===== src/hw/rtl/prf_pkg.sv =====
package prf_pkg;

  localparam int PREFIX_LEN = 7;

  localparam logic [7:0] CH_NL   = 8'h0A;
  localparam logic [7:0] CH_CR   = 8'h0D;
  localparam logic [7:0] CH_PLUS = 8'h2B;

  typedef struct packed {
    logic [7:0] out_byte;
    logic       out_byte_valid;
    logic       line_end;
    logic       line_dropped;
  } prf_result_t;

  // Expected byte of the "+HYFIX," prefix at a given match position.
  function automatic logic [7:0] prefix_byte(input logic [2:0] idx);
    logic [7:0] b;
    case (idx)
      3'd0: b = 8'h2B;
      3'd1: b = 8'h48;
      3'd2: b = 8'h59;
      3'd3: b = 8'h46;
      3'd4: b = 8'h49;
      3'd5: b = 8'h58;
      3'd6: b = 8'h2C;
      default: b = 8'h00;
    endcase
    return b;
  endfunction

endpackage


===== src/hw/rtl/prf_framer_core.sv =====
module prf_framer_core
  import prf_pkg::*;
#(
  parameter int MAX_LINE = 256
) (
  input  logic        clk,
  input  logic        rst,
  input  logic        step,
  input  logic [7:0]  c,
  output prf_result_t res
);

  localparam int LenW = $clog2(MAX_LINE + 1);
  localparam logic [LenW-1:0] PrefixLen = LenW'(PREFIX_LEN);
  localparam logic [LenW-1:0] MaxLen = LenW'(MAX_LINE);
  localparam logic [LenW-1:0] LenOne = LenW'(1);

  logic [LenW-1:0] line_length;
  logic [LenW-1:0] line_length_next;
  logic [7:0]      held_byte;
  logic [7:0]      held_byte_next;
  logic            held_valid;
  logic            held_valid_next;

  logic len_zero;
  logic prefix_open;

  assign len_zero    = (line_length == '0);
  assign prefix_open = (line_length < PrefixLen);

  always_comb begin
    res              = '0;
    line_length_next = line_length;
    held_byte_next   = held_byte;
    held_valid_next  = held_valid;
    if (c == CH_NL) begin
      if (len_zero) begin
        line_length_next = line_length;
      end else if (prefix_open) begin
        line_length_next = '0;
        res.line_dropped = 1'b1;
      end else begin
        if (held_valid && (held_byte != CH_CR)) begin
          res.out_byte       = held_byte;
          res.out_byte_valid = 1'b1;
        end
        res.line_end     = 1'b1;
        line_length_next = '0;
        held_valid_next  = 1'b0;
      end
    end else if ((c == CH_PLUS) && prefix_open) begin
      line_length_next = LenOne;
    end else if (len_zero) begin
      line_length_next = line_length;
    end else if (prefix_open) begin
      if (c == prefix_byte(line_length[2:0])) begin
        line_length_next = line_length + LenOne;
      end else begin
        line_length_next = '0;
      end
    end else if (line_length >= MaxLen) begin
      line_length_next = '0;
      held_valid_next  = 1'b0;
      res.line_dropped = 1'b1;
    end else begin
      line_length_next = line_length + LenOne;
      if (held_valid) begin
        res.out_byte       = held_byte;
        res.out_byte_valid = 1'b1;
      end
      held_byte_next  = c;
      held_valid_next = 1'b1;
    end
  end

  always_ff @(posedge clk) begin
    if (rst) begin
      line_length <= '0;
      held_valid  <= 1'b0;
    end else if (step) begin
      line_length <= line_length_next;
      held_valid  <= held_valid_next;
    end
  end

  always_ff @(posedge clk) begin
    if (step) begin
      held_byte <= held_byte_next;
    end
  end

  a_hold_only_in_content: assert property (@(posedge clk) disable iff (rst)
    held_valid |-> (line_length >= PrefixLen))
    else $error("Hold occupied while no prefix is complete.");

  a_length_bounded: assert property (@(posedge clk) disable iff (rst)
    line_length <= MaxLen)
    else $error("Line length beyond the maximum.");

  a_end_or_drop: assert property (@(posedge clk) disable iff (rst)
    step |-> !(res.line_end && res.line_dropped))
    else $error("A line both ended and dropped.");

  a_emit_from_hold: assert property (@(posedge clk) disable iff (rst)
    (step && res.out_byte_valid) |-> held_valid)
    else $error("Byte emitted with an empty hold.");

endmodule


===== src/hw/rtl/prefix_resync_reply_framer_unit.sv =====
// Frames "+HYFIX," reply lines out of a mixed binary and text byte stream.
// Input channel: one rx_byte per item, accepted when in_valid is high and
// in_stall is low. Output channel: exactly one result item per input item,
// taken when out_valid is high and out_stall is low, carrying out_byte,
// out_byte_valid, line_end and line_dropped.
// Each item passes through an input register and then the framing logic into
// the result register, from which its result is offered. The block takes one
// item per cycle while the result is taken; the single output register sets
// that figure.
// When the receiver stalls, the result register holds and the input register
// fills; in_stall then rises until the output side moves again.
// Reset clears both valid flags, the line length and the one-byte hold, so
// the block starts with no line open and nothing held.
module prefix_resync_reply_framer_unit
  import prf_pkg::*;
#(
  parameter int MAX_LINE = 256
) (
  input  logic       clk,
  input  logic       rst,
  input  logic       in_valid,
  output logic       in_stall,
  input  logic [7:0] rx_byte,
  output logic       out_valid,
  input  logic       out_stall,
  output logic [7:0] out_byte,
  output logic       out_byte_valid,
  output logic       line_end,
  output logic       line_dropped
);

  logic        s1_valid;
  logic [7:0]  s1_byte;
  logic        out_ready;
  logic        step;
  prf_result_t res;
  prf_result_t out_res;

  assign out_ready = !out_valid || !out_stall;
  assign in_stall  = s1_valid && !out_ready;
  assign step      = s1_valid && out_ready;

  prf_framer_core #(
    .MAX_LINE(MAX_LINE)
  ) u_core (
    .clk (clk),
    .rst (rst),
    .step(step),
    .c   (s1_byte),
    .res (res)
  );

  always_ff @(posedge clk) begin
    if (rst) begin
      s1_valid  <= 1'b0;
      out_valid <= 1'b0;
    end else begin
      if (!in_stall) begin
        s1_valid <= in_valid;
      end
      if (out_ready) begin
        out_valid <= s1_valid;
      end
    end
  end

  always_ff @(posedge clk) begin
    if (!in_stall && in_valid) begin
      s1_byte <= rx_byte;
    end
    if (step) begin
      out_res <= res;
    end
  end

  assign out_byte       = out_res.out_byte;
  assign out_byte_valid = out_res.out_byte_valid;
  assign line_end       = out_res.line_end;
  assign line_dropped   = out_res.line_dropped;

  a_no_loss_on_stall: assert property (@(posedge clk) disable iff (rst)
    (out_valid && out_stall) |=> (out_valid && $stable(out_res)))
    else $error("Result changed while the receiver stalled.");

  a_stage_moves: assert property (@(posedge clk) disable iff (rst)
    step |=> out_valid)
    else $error("Item left the input register without reaching the output.");

  a_stall_only_when_full: assert property (@(posedge clk) disable iff (rst)
    in_stall |-> (s1_valid && out_valid))
    else $error("Input stalled while a stage was free.");

endmodule


===== config.mk =====
export PLATFORM = sky130hd
export DESIGN_NAME = prefix_resync_reply_framer_unit
export DESIGN_NICKNAME = d
export VERILOG_FILES = /design/src/hw/rtl/prf_pkg.sv /design/src/hw/rtl/prf_framer_core.sv /design/src/hw/rtl/prefix_resync_reply_framer_unit.sv
export SDC_FILE = /design/constraint.sdc
export NUM_CORES = 1
export LEC_CHECK = 0
export BUFFER_PORTS_ARGS = -buffer_cell sky130_fd_sc_hd__buf_4
export CAP_MARGIN = 0
export CORE_MARGIN = 4
export CORE_UTILIZATION = 55
export DETAILED_ROUTE_END_ITERATION = 8
export GPL_TIMING_DRIVEN = 1
export PLACE_DENSITY = 0.77
export RECOVER_POWER = 25
export SLEW_MARGIN = 20
export SYNTH_ARGS = -nofsm -noshare
export SYNTH_HDL_FRONTEND = slang
export SYNTH_SLANG_ARGS = --single-unit

===== constraint.sdc =====
create_clock -name clk -period 2.6 [get_ports clk]
set_input_delay 0.13 -clock clk [delete_from_list [all_inputs] [get_ports clk]]
set_output_delay 0.13 -clock clk [all_outputs]
set_load 0.02 [all_outputs]

==> results of run 1 <==
logic make-up (layout without fill, tap and decap cells):
| logic type | count (synthesis) | in the layout | synth area share [%] |
|---|---|---|---|
| simple gates | 79 | 79 | 25.6 |
| xor+xnor | 6 | 6 | 2.75 |
| flops | 39 | 39 | 54.9 |
| compound gates | 23 | 23 | 10.3 |
| buf+inv | 11 | 48 | 2.49 |
| fa+ha+maj | 6 | 6 | 3.92 |
synthesized netlist by cell type (2+ instances only):
library cell  number
a21oi_1            4
dfxtp_1           12
nand4bb_1          2
nor2_1            10
ha_1               6
o221ai_1           3
nand2b_1           7
clkbuf_1           2
xor2_1             3
edfxtp_1          27
nand2_1            8
nor4b_1            3
inv_1              6
and2_1             9
or3_1              2
o32ai_1            2
o21ai_0            2
or4_1              3
and3_1             3
nor2b_1            6
nor3_1             4
nand3_1           10
a211oi_1           2
xnor2_1            3
buf_2              2
or2_2              2
tightest hold or removal path, cell delays in order:
cell and delay (ns):
buf_4 0.09, a21oi_1 0.06, nor2_1 0.09
through the flow:
stage          hold slack [ns]  setup WS [ns]  power (uW)
2_1_floorplan            0.229          0.533         736
3_3_place_gp             0.309          0.395         764
3_5_place_dp             0.310          0.235         768
4_1_cts                 0.0297          0.191        1080
5_1_grt                 0.0690         0.0363        1110
6_report                0.0437          0.271        1070
per-layer routing:
metal / track usage, % / up-vias / wire (um)
li1: - / 684 / -
met1: 19.4 / 675 / 1520
met2: 33.2 / 39 / 1920
met3: 5.73 / 5 / 158
met4: 9.11 / 0 / 71
met5: 0 / - / 0
cell type report:
cell class / instances / area [um^2] / area share (%)
tap: 46 / 57.6 / 2.52
clock buffer: 5 / 37.5 / 1.65
clock inverter: 3 / 20.0 / 0.878
inverter: 6 / 22.5 / 0.987
timing repair buffer: 34 / 274 / 12.0
sequential: 39 / 1050 / 46.1
multi-input combinational: 114 / 817 / 35.8
path summary, 6_finish.rpt:
kind | endpoint | cells past startpoint
hold reg to reg | u_core.held_valid$_SDFFE_PP0P_ | 2
setup / recovery | u_core.line_length[0]$_SDFFE_PP0P_ | 8
setup reg to reg | u_core.line_length[0]$_SDFFE_PP0P_ | 8
hold / removal | out_valid$_SDFFE_PP0N_ | 3
state kept, by name, summed over array words and instances, names as in the netlist:
register            cells
line_dropped            1
line_end                1
out_byte                8
out_byte_valid          1
out_valid               1
s1_byte                 8
s1_valid                1
u_core.held_byte        8
u_core.held_valid       1
u_core.line_length      9
power by group:
| part | internal, uW | switching, uW |
|---|---|---|
| sequential | 678 | 12.8 |
| clock | 103 | 205 |
| combinational | 37.3 | 35.1 |
| total | 819 | 253 |
repair_timing:
action                                  in CTS  in global routing
hold buffers                                 9                  0
hold endpoints to repair                     9                  0
endpoints found under the setup margin       0                  1
setup buffers                                0                  0
resized for setup                            0                  2
==> flow_metrics.tcl, run 1 <==
set metrics [dict create \
    outcome "complete, no violations" \
    mappedNetlistNets 182 \
    grt_remaining_overflow 0 \
    die_x_um 67.0 \
    grt_max_degree 20 \
    power-per-cell-area_mw_per_mm2 470 \
    fill_cells 257 \
    critPathKind "flop to flop" \
    crit_slowest_cell "dfxtp_2" \
    cts_sinks 39 \
    grt_setup_unrepaired "no" \
    diodes 0 \
    final_common_cell "edfxtp_1" \
    grt_pass1_vias 1345 \
    p_leak_uw 0.000830 \
    hold_viol_final 0 \
    max_slew.worst_pin.slew_ns 0.647 \
    fin_util_pct 68.4 \
    ios 25 \
    yosys_warnings 0 \
    clk_path_buf_depth 2 \
    async_reset_ff_share_pct 0 \
    grt_pass1_wl_mm 5.98 \
    hpwl_mm 2.67 \
    drt-vias-per-instance 5.68 \
    place_congestion 0.838 \
    slew_violations 0 \
    numPortBuffers 24 \
    synthTopCellsByArea "edfxtp_1 (42%), dfxtp_1 (13%), ha_1 (3.9%)" \
    critPathTopFamily "compound AO/OA/AOI/OAI gates" \
    most-common-layout-cells "edfxtp_1 (27), buf_4 (16), clkbuf_4 (13)" \
    clockRootBuffer "clkbuf_4" \
    crit_start "u_core.line_length[0]$_SDFFE_PP0P_" \
    rows 21 \
    start_kind "flop" \
    drv_cap 0 \
    fmax_mhz 429 \
    hp-start "out_stall" \
    yosys.area.top_type_share_pct 42.4 \
    synth_cell_type_count 47 \
    drt_iter0_markers 83 \
    initial_core_util_pct 57.3 \
    nets 218 \
    r2r_start "u_core.line_length[0]$_SDFFE_PP0P_" \
    drt-pass1-iter-count 4 \
    syn_inst 164 \
    cp-end-kind "flop" \
    critical_path_required_ns 2.86 \
    synth_area_mm2 0.00191 \
    finalCritPeriodShare_pct 89.6 \
    max_stage_delay_ns 0.41 \
    setup_tns_ns 0 \
    die_area_mm2 0.00449 \
    ant_nets 0 \
    drive_above_1_share_pct 21.9 \
    die_h_um 67.0 \
    clk_latency_ns 0.36 \
    fin_crit_ns 2.33 \
    clk_pin_slew_worst_paths_ns 0.12 \
    relSlewSlack_pct 56.8 \
    place_area_mm2 0.00213 \
    skew_ns 0.00686 \
    cp_max_fo 7 \
    finalWirelength_mm 3.67 \
    h-tree-depth 2 \
    placedCellCount 230 \
    hp-class "input pin to flop" \
    cp.arrival_ns 2.59 \
    syn2layout_area_growth_pct 19.2 \
    rrSetupSlack_ns 0.27 \
    via_count 1403 \
    final_cells 247 \
    path_cells "inv_1, ha_1, or2_2, a211oi_1, o211ai_1, o31ai_2, nand3_1, a311oi_1" \
    peakVddDrop_mv 0.403 \
    yosys.area.top_type "edfxtp_1" \
    wl_per_cell_um 14.9 \
    finalInstanceArea_mm2 0.00228 \
    grt_use_total_pct 18.5 \
    synth_seq_cells 39 \
    ys.flop_type "edfxtp_1" \
    syn_area_per_cell_um2 11.7 \
    seq_area_frac_synth_pct 54.9 \
    cp.buffers_inverters 1 \
    cts_buffers 5 \
    finalSetupViolCount 0 \
    synth_edf_count 27 \
    core_mm2 0.00334 \
    cts_tree "yes" \
    drc 0 \
    antenna_found_initial 0 \
]
Note: power is estimated with default switching activity, not from simulation.
==> inputs of run 2 (changes only) <==
Settings changed: PLACE_DENSITY 0.77 to 0.84.
==> run 2 against run 1 <==
  * Flip-flop and latch count stayed put
  * Power increased by 3.1%
  * Sequential power is essentially flat
  * Critical path depth did not move
  * Via count grew 0.78%
  * Register-to-register slack about the same
  * Global-route usage rose by 0.72 points
  * First-iteration DRC count down 31%
  * Clock skew shrank 0.0017 ns
  * Clock-buffer cell count grew 1
  * Worst setup slack worse by 0.0052 ns
  * Maximum frequency is 0.22% lower
  * Largest power group unchanged
==> flow_metrics.tcl, run 2 (same netlist as run 1, synthesis figures left out) <==
set metrics [dict create \
    p_total_uw 1100 \
    grt_max_degree 20 \
    start_kind "flop" \
    final_cells 247 \
    crit_slowest_cell "dfxtp_1" \
    cts_sinks 39 \
    die_area_mm2 0.00449 \
    clk_path_buf_depth 2 \
    antenna_found_initial 0 \
    met3_length_um 217 \
    crit_top_cell "a211oi_1" \
    hp-class "input pin to flop" \
    clockRootBuffer "clkbuf_4" \
    syn2layout_area_growth_pct 19.6 \
    drv_cap 0 \
    drt_iter0_markers 57 \
    grt_setup_unrepaired "no" \
    path_cells "inv_1, ha_1, or2_2, a211oi_1, o211ai_1, o31ai_2, nand3_1, a211oi_1" \
    slew_violations 0 \
    hpwl_mm 2.63 \
    critical_path_required_ns 2.87 \
    placedCellCount 230 \
    cts_buffers 5 \
    die_x_um 67.0 \
    grt_remaining_overflow 0 \
    ant_nets 0 \
    initial_core_util_pct 57.3 \
    setup_tns_ns 0 \
    grt_use_total_pct 19.2 \
    cp-end-kind "flop" \
    peakVddDrop_mv 0.411 \
    postCtsSetupRepairBufs 0 \
    hold_viol_final 0 \
    grt_pass1_vias 1418 \
    rows 21 \
    diodes 0 \
    ios 25 \
    cp.arrival_ns 2.60 \
    drt-vias-per-instance 5.72 \
    nets 218 \
    max_stage_delay_ns 0.46 \
    p_leak_uw 0.000834 \
    relSlewSlack_pct 60.4 \
    most-common-layout-cells "edfxtp_1 (27), buf_4 (16), clkbuf_4 (13)" \
    fin_crit_ns 2.33 \
    cts_tree "yes" \
    clk_latency_ns 0.34 \
    top_layer "met4" \
    skew_ns 0.00511 \
    wl_met1_mm 1.50 \
    h-tree-depth 2 \
    finalSetupViolCount 0 \
    numPortBuffers 24 \
    via_count 1414 \
    drc 0 \
    drt-pass1-iter-count 4 \
    max_slew.worst_pin.slew_ns 0.592 \
    wl_per_cell_um 14.9 \
    drive_above_1_share_pct 20.9 \
    fill_cells 242 \
    finalCritPeriodShare_pct 89.8 \
    dr_wl_met2_mm 1.86 \
    outcome "complete, no violations" \
    clk_pin_slew_worst_paths_ns 0.12 \
    finalWirelength_mm 3.69 \
    largest_reg_flops 9 \
    place_congestion 0.885 \
    final_common_cell "edfxtp_1" \
    critPathKind "flop to flop" \
    top_register "u_core.line_length" \
    cp_max_fo 7 \
    die_h_um 67.0 \
    power-per-cell-area_mw_per_mm2 483 \
    fmax_mhz 428 \
    grt_pass1_wl_mm 6.31 \
    core_mm2 0.00334 \
]
run 2: cell count changes in the layout (fill, tap and decap cells not counted):
| cell | before | now |
|---|---|---|
| dfxtp_2 | 1 | 0 |
| clkinvlp_4 | 2 | 1 |
| clkinv_2 | 1 | 0 |
| nor2b_2 | 1 | 0 |
| dfxtp_1 | 11 | 12 |
| nor2b_1 | 5 | 6 |
| clkinv_4 | 0 | 1 |
| clkbuf_8 | 0 | 1 |
run 2: repair_timing:
| item | 4_1_cts | 5_1_grt |
|---|---|---|
| gates resized for setup | 0 | 0 |
| hold buffers | 9 | 0 |
| endpoints found under the hold margin | 9 | 0 |
run 2: worst paths after layout:
path                                      start                            endpoint  slack (ns)  cells after the start
max          u_core.line_length[0]$_SDFFE_PP0P_  u_core.line_length[8]$_SDFFE_PP0P_        0.27                      8
min                                   out_stall              out_valid$_SDFFE_PP0N_        0.04                      3
min reg2reg      u_core.held_valid$_SDFFE_PP0P_      u_core.held_valid$_SDFFE_PP0P_        0.48                      2
max reg2reg  u_core.line_length[0]$_SDFFE_PP0P_  u_core.line_length[8]$_SDFFE_PP0P_        0.27                      8
run 2: final cells by class:
cell class	instances	area [um^2]	area share, %
Clock inverter	2	16.3	0.711
Tap cell	46	57.6	2.52
Inverter	6	22.5	0.985
Timing Repair Buffer	34	274	12.0
Sequential cell	39	1050	46.0
Clock buffer	6	51.3	2.24
Multi-Input combinational cell	114	815	35.6
run 2: through the flow:
step	setup slack [ns]	utilization, %	area, um^2	hold slack, ns
after floorplan	0.533	-	1910	0.229
after global placement	0.399	63.9	2130	0.309
after detailed placement	0.303	63.9	2130	0.309
after CTS	0.276	68.7	2290	0.0269
after global routing	0.125	68.5	2290	0.0477
final	0.266	68.5	2290	0.0417
run 2: worst max-delay path, delay by kind of cell (launching register included):
| kind | cells | cell delay, ns |
|---|---|---|
| adders and majority gates | 1 | 0.30 |
| AOI/OAI and AO/OA | 4 | 0.89 |
| DFF | 1 | 0.46 |
| buffers and inverters | 1 | 0.13 |
| and+or+nand+nor | 2 | 0.48 |
run 2: metal layers:
| metal | global-route usage [%] | vias to the layer above |
|---|---|---|
| met3 | 4.55 | 11 |
| met5 | 0 | - |
| met4 | 11.4 | 0 |
| met2 | 32.8 | 58 |
| li1 | - | 685 |
| met1 | 21.7 | 660 |
run 2: power by group:
group	switching, uW	internal [uW]
Combinational	34.5	37.2
Sequential	13.0	678
Clock	209	133
